File: src/hw/rtl/joystick_direction_debouncer_macros.svh
// assertion macros for the joystick direction debouncer
// used by the rtl files that carry concurrent checks; no other dependencies
`ifndef JOYSTICK_DIRECTION_DEBOUNCER_MACROS_SVH
`define JOYSTICK_DIRECTION_DEBOUNCER_MACROS_SVH

`ifndef SYNTH

// same-cycle implication, sampled on the rising clock edge outside reset
`define JDD_ASSERT_IMPLIES(label, clk, rst_n, ante, cons) \
    label: assert property (@(posedge clk) disable iff (!(rst_n)) (ante) |-> (cons)) \
        else $error("jdd check failed");

// next-cycle implication, sampled on the rising clock edge outside reset
`define JDD_ASSERT_NEXT(label, clk, rst_n, ante, cons) \
    label: assert property (@(posedge clk) disable iff (!(rst_n)) (ante) |=> (cons)) \
        else $error("jdd check failed");

`else

`define JDD_ASSERT_IMPLIES(label, clk, rst_n, ante, cons)
`define JDD_ASSERT_NEXT(label, clk, rst_n, ante, cons)

`endif

`endif

File: src/hw/rtl/jdd_pkg.sv
// shared types and constants for the joystick direction debouncer
// no dependencies; imported by jdd_classify, the top level and the testbench
`default_nettype none

package jdd_pkg;

    typedef enum logic [2:0] {
        DIR_NONE  = 3'd0,
        DIR_UP    = 3'd1,
        DIR_DOWN  = 3'd2,
        DIR_LEFT  = 3'd3,
        DIR_RIGHT = 3'd4,
        DIR_MID   = 3'd5
    } dir_t;

    localparam int STICK_W  = 12;
    localparam int THRESH_W = 11;
    localparam int TIME_W   = 32;
    localparam int CNT_W    = 4;
    localparam int CFG_IDX_W  = 3;
    localparam int CFG_DATA_W = 32;

    // product width for the ratio compares
    localparam int PROD_W = 16;

    localparam logic [CFG_IDX_W-1:0] CFG_MOVE_THRESHOLD = 3'd0;
    localparam logic [CFG_IDX_W-1:0] CFG_REPEAT_INTERVAL = 3'd1;
    localparam logic [CFG_IDX_W-1:0] CFG_STABLE_NEEDED  = 3'd2;
    localparam logic [CFG_IDX_W-1:0] CFG_RELEASE_NEEDED = 3'd3;

    localparam logic [THRESH_W-1:0] RST_MOVE_THRESHOLD  = 11'd1800;
    localparam logic [TIME_W-1:0]   RST_REPEAT_INTERVAL = 32'd250000;
    localparam logic [CNT_W-1:0]    RST_STABLE_NEEDED   = 4'd3;
    localparam logic [CNT_W-1:0]    RST_RELEASE_NEEDED  = 4'd5;

endpackage

`default_nettype wire

File: src/hw/rtl/jdd_classify.sv
// raw direction classifier: button, threshold, favored up and axis-dominance ratios
// depends on jdd_pkg
`default_nettype none

module jdd_classify
    import jdd_pkg::*;
(
    input  wire logic                       button_pressed,
    input  wire logic signed [STICK_W-1:0]  stick_x,
    input  wire logic signed [STICK_W-1:0]  stick_y,
    input  wire logic [THRESH_W-1:0]        move_threshold,
    output dir_t                            raw_dir
);

    logic [STICK_W-1:0] ax;
    logic [STICK_W-1:0] ay;
    logic [STICK_W-1:0] t_ext;
    logic [PROD_W-1:0]  ax10, ax13, ax17;
    logic [PROD_W-1:0]  ay10, ay17;
    logic [PROD_W-1:0]  t11;
    logic               below;
    logic               up_favored;
    logic               x_over;
    logic               y_over;

    // magnitude of -2048 is 2048, which fits the unsigned 12-bit range
    assign ax    = stick_x[STICK_W-1] ? STICK_W'(-stick_x) : STICK_W'(stick_x);
    assign ay    = stick_y[STICK_W-1] ? STICK_W'(-stick_y) : STICK_W'(stick_y);
    assign t_ext = STICK_W'(move_threshold);

    assign ax10 = PROD_W'(ax) * PROD_W'(10);
    assign ax13 = PROD_W'(ax) * PROD_W'(13);
    assign ax17 = PROD_W'(ax) * PROD_W'(17);
    assign ay10 = PROD_W'(ay) * PROD_W'(10);
    assign ay17 = PROD_W'(ay) * PROD_W'(17);
    assign t11  = PROD_W'(move_threshold) * PROD_W'(11);

    assign below      = (ax < t_ext) && (ay < t_ext);
    assign up_favored = stick_y[STICK_W-1] && (ay10 > t11) && (ay10 > ax13);
    assign x_over     = ax > t_ext;
    assign y_over     = ay > t_ext;

    always_comb begin
        raw_dir = DIR_NONE;
        if (button_pressed) begin
            raw_dir = DIR_MID;
        end else if (below) begin
            raw_dir = DIR_NONE;
        end else if (up_favored) begin
            raw_dir = DIR_UP;
        end else if (ay10 > ax17) begin
            if (y_over) begin
                raw_dir = stick_y[STICK_W-1] ? DIR_UP : DIR_DOWN;
            end
        end else if (ax10 > ay17) begin
            if (x_over) begin
                raw_dir = stick_x[STICK_W-1] ? DIR_LEFT : DIR_RIGHT;
            end
        end
    end

endmodule

`default_nettype wire

File: src/hw/rtl/joystick_direction_debouncer.sv
// joystick direction debouncer, top level
// depends on jdd_pkg, jdd_classify and joystick_direction_debouncer_macros.svh
//
// usage:
//   s_ channel: one poll word per handshake (button, stick x/y, time in us).
//   m_ channel: one result word per poll (report flag and direction, led
//   state and led toggle event).
//   cfg channel: register writes by index (0 threshold, 1 repeat interval, 2 stable
//   count, 3 release count); always ready; user must write only while idle (unenforced).
// timing:
//   a poll word is captured in the input register, then classified and
//   debounced in one pass into the result register, which drives m_valid.
//   one poll per cycle is sustained while m_ready is high; the debounce state
//   update for one poll fits between those two registers.
// stalls:
//   while m_ready is low the result is held; one more poll waits in the
//   input register, then s_ready drops until the result is taken.
// reset:
//   aresetn low clears both registers' valid flags and the debounce state
//   and loads the register defaults (1800, 250000, 3, 5).
`default_nettype none

module joystick_direction_debouncer
    import jdd_pkg::*;
(
    input  wire logic                       aclk,
    input  wire logic                       aresetn,

    input  wire logic                       s_valid,
    output logic                            s_ready,
    input  wire logic                       s_button_pressed,
    input  wire logic signed [STICK_W-1:0]  s_stick_x,
    input  wire logic signed [STICK_W-1:0]  s_stick_y,
    input  wire logic [TIME_W-1:0]          s_now_us,

    output logic                            m_valid,
    input  wire logic                       m_ready,
    output logic                            m_report_valid,
    output logic [2:0]                      m_report_dir,
    output logic                            m_led_active,
    output logic                            m_led_changed,

    input  wire logic                       cfg_valid,
    output logic                            cfg_ready,
    input  wire logic [CFG_IDX_W-1:0]       cfg_index,
    input  wire logic [CFG_DATA_W-1:0]      cfg_wdata
);

`include "joystick_direction_debouncer_macros.svh"

    // configuration
    logic [THRESH_W-1:0] move_threshold_reg;
    logic [TIME_W-1:0]   repeat_interval_reg;
    logic [CNT_W-1:0]    stable_needed_reg;
    logic [CNT_W-1:0]    release_needed_reg;

    // input register
    logic                       in_valid_reg;
    logic                       in_button_reg;
    logic signed [STICK_W-1:0]  in_x_reg;
    logic signed [STICK_W-1:0]  in_y_reg;
    logic [TIME_W-1:0]          in_now_reg;

    // debounce state
    dir_t              prev_raw_dir_reg, prev_raw_dir_next;
    logic [CNT_W-1:0]  stable_cnt_reg, stable_cnt_next;
    logic [CNT_W-1:0]  release_cnt_reg, release_cnt_next;
    dir_t              last_reported_reg, last_reported_next;
    logic [TIME_W-1:0] last_time_reg, last_time_next;
    logic              active_flag_reg, active_flag_next;

    // result register
    logic              out_valid_reg;
    logic              out_report_reg, out_report_next;
    dir_t              out_dir_reg, out_dir_next;
    logic              out_changed_reg, out_changed_next;

    dir_t              raw_dir;
    dir_t              cur_dir;
    logic              advance;
    logic              operating;
    logic              released;
    logic              due;
    logic [TIME_W-1:0] elapsed;

    assign advance   = in_valid_reg && (!out_valid_reg || m_ready);
    assign s_ready   = !in_valid_reg || advance;
    assign cfg_ready = 1'b1;

    jdd_classify u_classify (
        .button_pressed (in_button_reg),
        .stick_x        (in_x_reg),
        .stick_y        (in_y_reg),
        .move_threshold (move_threshold_reg),
        .raw_dir        (raw_dir)
    );

    assign elapsed = in_now_reg - last_time_reg;
    assign due     = elapsed > repeat_interval_reg;

    always_comb begin
        prev_raw_dir_next = prev_raw_dir_reg;
        stable_cnt_next   = stable_cnt_reg;
        release_cnt_next  = release_cnt_reg;
        if (raw_dir == prev_raw_dir_reg) begin
            if (stable_cnt_reg < stable_needed_reg) begin
                stable_cnt_next = stable_cnt_reg + CNT_W'(1);
            end
            if (raw_dir == DIR_NONE) begin
                if (release_cnt_reg < release_needed_reg) begin
                    release_cnt_next = release_cnt_reg + CNT_W'(1);
                end
            end else begin
                release_cnt_next = '0;
            end
        end else begin
            if (stable_cnt_reg != '0) begin
                stable_cnt_next = stable_cnt_reg - CNT_W'(1);
            end
            prev_raw_dir_next = raw_dir;
            release_cnt_next  = (raw_dir == DIR_NONE) ? CNT_W'(1) : '0;
        end
    end

    assign cur_dir   = ((stable_cnt_next >= stable_needed_reg) && (raw_dir != DIR_NONE)) ?
                       raw_dir : DIR_NONE;
    assign operating = cur_dir != DIR_NONE;
    assign released  = release_cnt_next >= release_needed_reg;

    always_comb begin
        last_reported_next = last_reported_reg;
        last_time_next     = last_time_reg;
        out_report_next    = 1'b0;
        out_dir_next       = DIR_NONE;
        if (operating) begin
            if ((cur_dir != last_reported_reg) || due) begin
                last_reported_next = cur_dir;
                last_time_next     = in_now_reg;
                out_report_next    = 1'b1;
                out_dir_next       = cur_dir;
            end
        end else if (released) begin
            last_reported_next = DIR_NONE;
        end
    end

    always_comb begin
        active_flag_next = active_flag_reg;
        out_changed_next = 1'b0;
        if (operating && !active_flag_reg) begin
            active_flag_next = 1'b1;
            out_changed_next = 1'b1;
        end else if (!operating && active_flag_reg && released) begin
            active_flag_next = 1'b0;
            out_changed_next = 1'b1;
        end
    end

    // configuration writes
    always_ff @(posedge aclk) begin
        if (!aresetn) begin
            move_threshold_reg  <= RST_MOVE_THRESHOLD;
            repeat_interval_reg <= RST_REPEAT_INTERVAL;
            stable_needed_reg   <= RST_STABLE_NEEDED;
            release_needed_reg  <= RST_RELEASE_NEEDED;
        end else if (cfg_valid && cfg_ready) begin
            case (cfg_index)
                CFG_MOVE_THRESHOLD:  move_threshold_reg  <= cfg_wdata[THRESH_W-1:0];
                CFG_REPEAT_INTERVAL: repeat_interval_reg <= cfg_wdata[TIME_W-1:0];
                CFG_STABLE_NEEDED:   stable_needed_reg   <= cfg_wdata[CNT_W-1:0];
                CFG_RELEASE_NEEDED:  release_needed_reg  <= cfg_wdata[CNT_W-1:0];
                default: begin
                end
            endcase
        end
    end

    // input register
    always_ff @(posedge aclk) begin
        if (!aresetn) begin
            in_valid_reg <= 1'b0;
        end else if (s_ready) begin
            in_valid_reg <= s_valid;
        end
    end

    always_ff @(posedge aclk) begin
        if (s_valid && s_ready) begin
            in_button_reg <= s_button_pressed;
            in_x_reg      <= s_stick_x;
            in_y_reg      <= s_stick_y;
            in_now_reg    <= s_now_us;
        end
    end

    // debounce state
    always_ff @(posedge aclk) begin
        if (!aresetn) begin
            prev_raw_dir_reg  <= DIR_NONE;
            stable_cnt_reg    <= '0;
            release_cnt_reg   <= '0;
            last_reported_reg <= DIR_NONE;
            last_time_reg     <= '0;
            active_flag_reg   <= 1'b0;
        end else if (advance) begin
            prev_raw_dir_reg  <= prev_raw_dir_next;
            stable_cnt_reg    <= stable_cnt_next;
            release_cnt_reg   <= release_cnt_next;
            last_reported_reg <= last_reported_next;
            last_time_reg     <= last_time_next;
            active_flag_reg   <= active_flag_next;
        end
    end

    // result register
    always_ff @(posedge aclk) begin
        if (!aresetn) begin
            out_valid_reg <= 1'b0;
        end else if (advance) begin
            out_valid_reg <= 1'b1;
        end else if (m_ready) begin
            out_valid_reg <= 1'b0;
        end
    end

    always_ff @(posedge aclk) begin
        if (advance) begin
            out_report_reg  <= out_report_next;
            out_dir_reg     <= out_dir_next;
            out_changed_reg <= out_changed_next;
        end
    end

    assign m_valid        = out_valid_reg;
    assign m_report_valid = out_report_reg;
    assign m_report_dir   = out_dir_reg;
    assign m_led_active   = active_flag_reg;
    assign m_led_changed  = out_changed_reg;

    `JDD_ASSERT_IMPLIES(a_report_has_dir, aclk, aresetn,
        m_valid && m_report_valid, out_dir_reg != DIR_NONE)
    `JDD_ASSERT_IMPLIES(a_quiet_dir_none, aclk, aresetn,
        m_valid && !m_report_valid, out_dir_reg == DIR_NONE)
    `JDD_ASSERT_IMPLIES(a_report_led_on, aclk, aresetn,
        m_valid && m_report_valid, m_led_active)
    `JDD_ASSERT_IMPLIES(a_idle_led_no_last, aclk, aresetn,
        !active_flag_reg, last_reported_reg == DIR_NONE)
    `JDD_ASSERT_NEXT(a_state_holds_on_stall, aclk, aresetn,
        !advance, $stable(prev_raw_dir_reg) && $stable(stable_cnt_reg) && $stable(last_time_reg))

endmodule

`default_nettype wire

File: config.mk
export PLATFORM = sky130hd
export DESIGN_NAME = joystick_direction_debouncer
export DESIGN_NICKNAME = d
export VERILOG_FILES = /design/src/hw/rtl/jdd_pkg.sv /design/src/hw/rtl/jdd_classify.sv /design/src/hw/rtl/joystick_direction_debouncer.sv
export VERILOG_INCLUDE_DIRS = /design/src /design/src/hw/rtl
export SDC_FILE = /design/constraint.sdc
export NUM_CORES = 1
export LEC_CHECK = 0
export ABC_AREA = 0
export BUFFER_PORTS_ARGS = -buffer_cell sky130_fd_sc_hd__buf_4
export CAP_MARGIN = 30
export CORE_MARGIN = 4
export CORE_UTILIZATION = 40
export CTS_CLUSTER_SIZE = 25
export DETAILED_ROUTE_END_ITERATION = 10
export GPL_TIMING_DRIVEN = 0
export HOLD_SLACK_MARGIN = 0.15
export SLEW_MARGIN = 20
export SYNTH_ARGS = -nofsm -noshare
export SYNTH_HDL_FRONTEND = slang
export SYNTH_SLANG_ARGS = --single-unit
File: constraint.sdc
create_clock -name aclk -period 22.4 [get_ports aclk]
set_input_delay 4.48 -clock aclk [delete_from_list [all_inputs] [get_ports aclk]]
set_output_delay 4.48 -clock aclk [all_outputs]
set_load 0.01 [all_outputs]
# Yosys cells after proc, flatten, opt, wreduce, memory -nomap -nowiden
# Index checks and enable logic that the tools add are counted.
# totals
elab_cells	112
input_bits	97
ramBits	0
reg_bits	162
memories	0
latchBits	0
mem_bits_ro	0
out_inout_bits	9
# op_classes
add_sub_neg	6
reduce_logical	33
n_mul	6
n_div	0
n_eq_ne	6
shift	0
mux	28
order_cmp	13
bitwise_logic	1
# ops
cell	n
$gt A16 B16 Y1	3
$mux W3	12
$gt A32 B32 Y1	1
$mul A12 B5 Y16 const B	2
$sub A32 B32 Y32	1
$mul A12 B3 Y15 const B	2
$gt A12 B11 Y1	2
$lt A12 B11 Y1	2
$mux W12	2
$mux W4	6
$neg A12 Y12	2
$gt A16 B15 Y1	1
$mul A12 B4 Y16 const B	1
$mul A11 B4 Y15 const B	1
$reduce_and A2 Y1	7
$logic_and A1 B1 Y1	9
$add A4 B1 Y4 const B	2
$ge A4 B4 Y1	2
$lt A4 B4 Y1	2
$mux W1	7
$eq A3 B2 Y1 const B	2
$logic_not A3 Y1	2
$reduce_and A3 Y1	2
$reduce_bool A2 Y1	3
other kinds (11)	17

# Logic depth before layout (Yosys ltp)
# logic_depth
ltp_word	20
ltp_mapped	47
mapped_depth_nobuf	45

# Hierarchy
# From an unflattened synthesis, not the netlist that was laid out.
# unflattened
hier_cells	1773
hier_area_um2	15277.2
# by_module_without_submodules
module	seq_area_each_um2	area_each_um2	cells_per_inst	n_inst
joystick_direction_debouncer	3863.7	9027.4	969	1
jdd_classify	0.0	6249.7	804	1

# Worst setup path after synthesis
# Ideal clock, no wire load.
# synth_timing
path_type	flip-flop to flip-flop
from	register in_x_reg[0]
to	register last_reported_reg[0]
setup_slack_ps	12782
t_required_ps	22280
synth_period_minus_slack_ps	9618
n_path_buf	2
stages_incl_launch_ff	46
setup_ps	120
arrival_time_ps	9499
path_cell_list	edfxtp_1 inv_1 ha_1 nand2b_1 or4_1 nand2_1 xor2_1 inv_1 ha_1 inv_1 fa_1 inv_1 ha_1 inv_1 o21ai_0 a21oi_1 o21ai_0 a21o_1 [10 not listed] or3_4 a211oi_4 buf_6 mux2i_1 xnor2_1 ha_1 nand2b_1 a21o_1 a21o_1 a21oi_1 mux2i_1 o22ai_1 nand2_1 or4_1 a2111oi_4 nor2_4 buf_6 mux2i_1
# synth_between
elab_chain_len	18
elab_cells_between_ends	37
classes_between	add/sub (1); mul (3); order compare (7); eq/ne (3); mux (14); reduce/logical (9)
# synth_rtl
item	line	source
start, declared	joystick_direction_debouncer.sv:60	logic signed [STICK_W-1:0] in_x_reg;
start signal, assigned	joystick_direction_debouncer.sv:190	in_x_reg <= s_stick_x;
$neg A12 Y12	jdd_classify.sv:27	assign ax = stick_x[STICK_W-1] ? STICK_W'(-stick_x) : STICK_W'(stick_x);
$mux W12 (*)	jdd_classify.sv:27	
$mul A12 B3 Y15 or $gt A12 B11 Y1 (tied branches)	jdd_classify.sv:31, jdd_classify.sv:40	
$gt A16 B16 Y1 or $mux W3 (tied branches)	jdd_classify.sv:55, jdd_classify.sv:56	
$mux W3	jdd_classify.sv:55	end else if (ax10 > ay17) begin
$mux W3	jdd_classify.sv:51	end else if (ay10 > ax17) begin
$mux W3	jdd_classify.sv:49	end else if (up_favored) begin
$mux W3 (*)	jdd_classify.sv:47	end else if (below) begin
[2 not listed]	-	
$mux W4	joystick_direction_debouncer.sv:105	if (raw_dir == prev_raw_dir_reg) begin
$ge A4 B4 Y1	joystick_direction_debouncer.sv:125	assign cur_dir = ((stable_cnt_next >= stable_needed_reg) && (raw_dir != DIR_NONE)) ?
$logic_and A1 B1 Y1	joystick_direction_debouncer.sv:125	
$mux W3	joystick_direction_debouncer.sv:125	
$ne A3 B3 Y1	joystick_direction_debouncer.sv:136	if ((cur_dir != last_reported_reg) || due) begin
$logic_or A1 B1 Y1	joystick_direction_debouncer.sv:136	
$ne A2 B1 Y1 (no source line)	-	
$reduce_and A3 Y1 (no source line)	-	
end signal, assigned	joystick_direction_debouncer.sv:209	last_reported_reg <= last_reported_next;
end, declared	joystick_direction_debouncer.sv:68	dir_t last_reported_reg, last_reported_next;
# Every way passes the cells marked *; elsewhere a longest branch is shown, timed or not. The select of a mux whose other input is x is not followed.
# A chain may end at the register's enable or synchronous reset.

# Worst setup path after layout
# layout_timing
from	register in_x_reg[0]
to	register last_time_reg[28]
# layout_between
elab_chain_len	17
elab_cells_between_ends	28
classes_between	add/sub (1); mul (3); order compare (6); eq/ne (2); mux (9); reduce/logical (7)
# layout_rtl
item	line	source
$neg A12 Y12	jdd_classify.sv:27	
$mux W12 (*)	jdd_classify.sv:27	
$mul A12 B3 Y15 or $gt A12 B11 Y1 (tied branches)	jdd_classify.sv:31, jdd_classify.sv:40	
$gt A16 B16 Y1 or $mux W3 (tied branches)	jdd_classify.sv:55, jdd_classify.sv:56	
$mux W3	jdd_classify.sv:55	
$mux W3	jdd_classify.sv:51	
$mux W3	jdd_classify.sv:49	
$mux W3 (*)	jdd_classify.sv:47	
$mux W3 (*)	jdd_classify.sv:45	if (button_pressed) begin
$eq A3 B3 Y1	joystick_direction_debouncer.sv:105	
$mux W4	joystick_direction_debouncer.sv:105	
$ge A4 B4 Y1	joystick_direction_debouncer.sv:125	
$logic_and A1 B1 Y1	joystick_direction_debouncer.sv:125	
$mux W3 (*)	joystick_direction_debouncer.sv:125	
$ne A3 B3 Y1	joystick_direction_debouncer.sv:136	
$logic_or A1 B1 Y1	joystick_direction_debouncer.sv:136	
$reduce_and A3 Y1 (no source line) (*)	-	
end signal, assigned	joystick_direction_debouncer.sv:210	last_time_reg <= last_time_next;
end, declared	joystick_direction_debouncer.sv:69	logic [TIME_W-1:0] last_time_reg, last_time_next;
# Every way passes the cells marked *; elsewhere a longest branch is shown, timed or not.

==> results_dict.tcl <==
set metrics [dict create \
    clock_power_share_pct 24.5 \
    cts_max_level 4 \
    pre_cts_ws_ns 10.92 \
    ctsHoldBuffers 0 \
    drive_gt1_share_pct 8.96 \
    cts_buffers 17 \
    critPathBufInv 7 \
    cts_tree "yes" \
    grt_overflow 0 \
    die_w_um 201 \
    ys.flop_type "dfxtp_1" \
    cp_slowest_stage_delay_ns 0.76 \
    internal_power_uw 738 \
    worstMarginPinSlew_ns 0.958 \
    drt-total-wl_um 38200 \
    synthDistinctLibCells 77 \
    rsz0062_at_grt "false" \
    final_util_pct 46.1 \
    vias 12300 \
    initial_core_util_pct 40.7 \
    tns_ns 0 \
    hpwl_um 31700 \
    firstDrtPassIters 6 \
    fp-row-count 70 \
    period_share_pct 51.7 \
    clk_latency_ns 0.44 \
    hold_path_class "reg2reg" \
    critical-path-top-delay-family "compound AO/OA/AOI/OAI gates" \
    fin_nets 2249 \
    drt-initial-drc-count 696 \
    crit_required_ns 22.72 \
    r2r_end "last_time_reg[28]$_SDFFE_PN0P_" \
    synth_edf_count 62 \
    hold_violations 0 \
    antenna_found_initial 0 \
    worstHoldPathCells 2 \
    status "complete, no violations" \
    p_leak_uw 0.00755 \
    ant_nets 0 \
    comb_power_share_pct 48.1 \
    syn_avg_cell_area_um2 8.60 \
    min_from "repeat_interval_reg[21]$_SDFFE_PN0P_" \
    timing.slew.headroom_pct 35.9 \
    ys_warn_count 0 \
    cts_resized 0 \
    worstHoldEndpoint "repeat_interval_reg[21]$_SDFFE_PN0P_" \
    switching_share_pct 38.8 \
    layout_setup_ws_ns 10.82 \
    netlist_area_um2 14900 \
    place.gp.congestion 0.894 \
    maxCapViolations 0 \
    core_um2 36700 \
    synth_seq_area_share_pct 25.9 \
    detail_route.vias_per_cell 5.25 \
    start_kind "flop" \
    peakVddDrop_mv 0.0548 \
    cts_setup_buffers 0 \
    clock-root-buffer "clkbuf_16" \
    finalSetupViolations 0 \
    worstSetupPathType "reg2reg" \
    drc_errors 0 \
    n_fill_cell 3502 \
    area_growth_pct 13.4 \
    ys_ff_latch 162 \
    netlist_instances 1736 \
    cp_slowest_cell "xor2_1" \
    clock_sinks 162 \
    clk_path_buf_depth 2 \
    grt_max_degree 56 \
    die_area_um2 40500 \
    synth_fp_nets 2124 \
    fin_crit_ns 11.58 \
    portBuffers 103 \
    r2r_start "in_x_reg[0]$_DFFE_PP_" \
    wl_per_cell_um 16.3 \
    p_switching_uw 468 \
    arrival_ns 11.90 \
    io_pins 106 \
    drv_slew 0 \
    max_freq_ghz 0.0864 \
    r2r_slack_ns 10.82 \
    skew_ns 0.0137 \
    power.density_nw_per_um2 71.2 \
    power_frac_seq_pct 27.4 \
    clkTransAtPathRegs_ns 0.07 \
    grt_pass1_vias 12000 \
    grt_use_total_pct 18.8 \
    antennaDiodeCount 0 \
    cp-end-kind "flop" \
    die_h_um 201 \
    path_max_fanout 10 \
    synthArstFlopShare_pct 0 \
    r2r_cells 45 \
    grt_pass1_wl_um 62200 \
]
[placed cells by master (no fill, tap or decap), types with 21 or more instances in the layout]
master	n
a21o_1	49
dfxtp_1	100
ha_1	270
clkbuf_1	28
fa_1	21
xnor2_1	87
o21ai_0	66
nor2_1	81
buf_4	106
nor2b_1	21
xor2_1	34
inv_1	222
edfxtp_1	62
nand2b_1	23
a21oi_1	137
nand2_1	214
nor3_1	21
mux2i_1	52
nand3_1	22
[synthesized netlist by cell type (22+ instances only)]
| library cell | number | area share [%] |
|---|---|---|
| nand3_1 | 22 | 0.74 |
| inv_1 | 222 | 5.6 |
| clkbuf_1 | 27 | 0.68 |
| a21oi_1 | 137 | 4.6 |
| edfxtp_1 | 62 | 12 |
| xnor2_1 | 87 | 5.1 |
| ha_1 | 270 | 23 |
| o21ai_0 | 68 | 2.3 |
| nand2_1 | 214 | 5.4 |
| mux2i_1 | 52 | 3.5 |
| nand2b_1 | 23 | 0.96 |
| nor2_1 | 81 | 2.0 |
| xor2_1 | 34 | 2.0 |
| a21o_1 | 49 | 2.5 |
| dfxtp_1 | 100 | 13 |
[through the flow]
step	power, uW	std cells	hold WS [ns]	instance area [um2]
3_5_place_dp	914	2310	0.449	16300
6_report	1210	2342	0.458	16900
5_1_grt	1310	2342	0.474	16900
3_3_place_gp	895	2307	0.444	16300
4_1_cts	1220	2342	0.459	16900
2_1_floorplan	768	1736	0.435	14900
[metal layers]
metal  share of wire [%]  wire length (um)  GRT usage [%]
met1                  49             18600           26.4
met2                  46             17500           31.2
met3                 4.1              1570           2.26
met4                 1.4               541           4.27
met5                   0                 0              0
[worst max path at each step]
| stage | startpoint | cells after the start | endpoint |
|---|---|---|---|
| floorplan | in_x_reg[0]$_DFFE_PP_ | 45 | last_reported_reg[0]$_SDFFE_PN0P_ |
| global placement | in_x_reg[0]$_DFFE_PP_ | 45 | last_time_reg[23]$_SDFFE_PN0P_ |
| detailed placement | in_x_reg[0]$_DFFE_PP_ | 45 | last_time_reg[27]$_SDFFE_PN0P_ |
| CTS | in_x_reg[0]$_DFFE_PP_ | 45 | last_time_reg[6]$_SDFFE_PN0P_ |
| global route | in_x_reg[0]$_DFFE_PP_ | 45 | last_time_reg[4]$_SDFFE_PN0P_ |
| finish | in_x_reg[0]$_DFFE_PP_ | 45 | last_time_reg[28]$_SDFFE_PN0P_ |
[logic make-up (layout without fill, tap and decap cells)]
family / after synthesis / after routing / synth area share, %
buffers and inverters: 260 / 398 / 6.76
AOI/OAI and AO/OA: 370 / 370 / 15.8
and+or+nand+nor: 472 / 472 / 14.9
other: 1 / 1 / 0.0251
muxes: 57 / 57 / 3.86
adders and majority gates: 292 / 292 / 25.5
xor gates and xnor gates: 122 / 122 / 7.21
DFF: 162 / 162 / 25.9
[layout make-up]
cell class                 instances  area, um2  share of cell area [%]
clock inverter                    13        138                   0.813
timing repair buffer             106        816                    4.82
clock buffer                      19        454                    2.68
sequential                       162       3860                    22.8
tap                              468        586                    3.46
buffer                            37        173                    1.02
multi-input combinational       1314      10100                    59.4
inverter                         223        837                    4.95
[worst register-to-register path: cells and delay by family, from the launching register on]
family / cells / cell delay, ns
muxes: 3 / 0.52
AOI/OAI and AO/OA: 17 / 4.04
DFF: 1 / 0.57
and+or+nand+nor: 9 / 2.19
adders and majority gates: 6 / 1.93
buffers and inverters: 7 / 1.12
xor gates and xnor gates: 3 / 1.08
[power by group through the flow]
stage          clock network [uW]  registers [uW]  logic, uW
2_1_floorplan                   0             334        434
3_3_place_gp                    0             338        557
3_5_place_dp                    0             337        577
4_1_cts                       303             331        581
5_1_grt                       315             332        666
6_report                      295             331        579
Power figures use the tool's default switching activity.
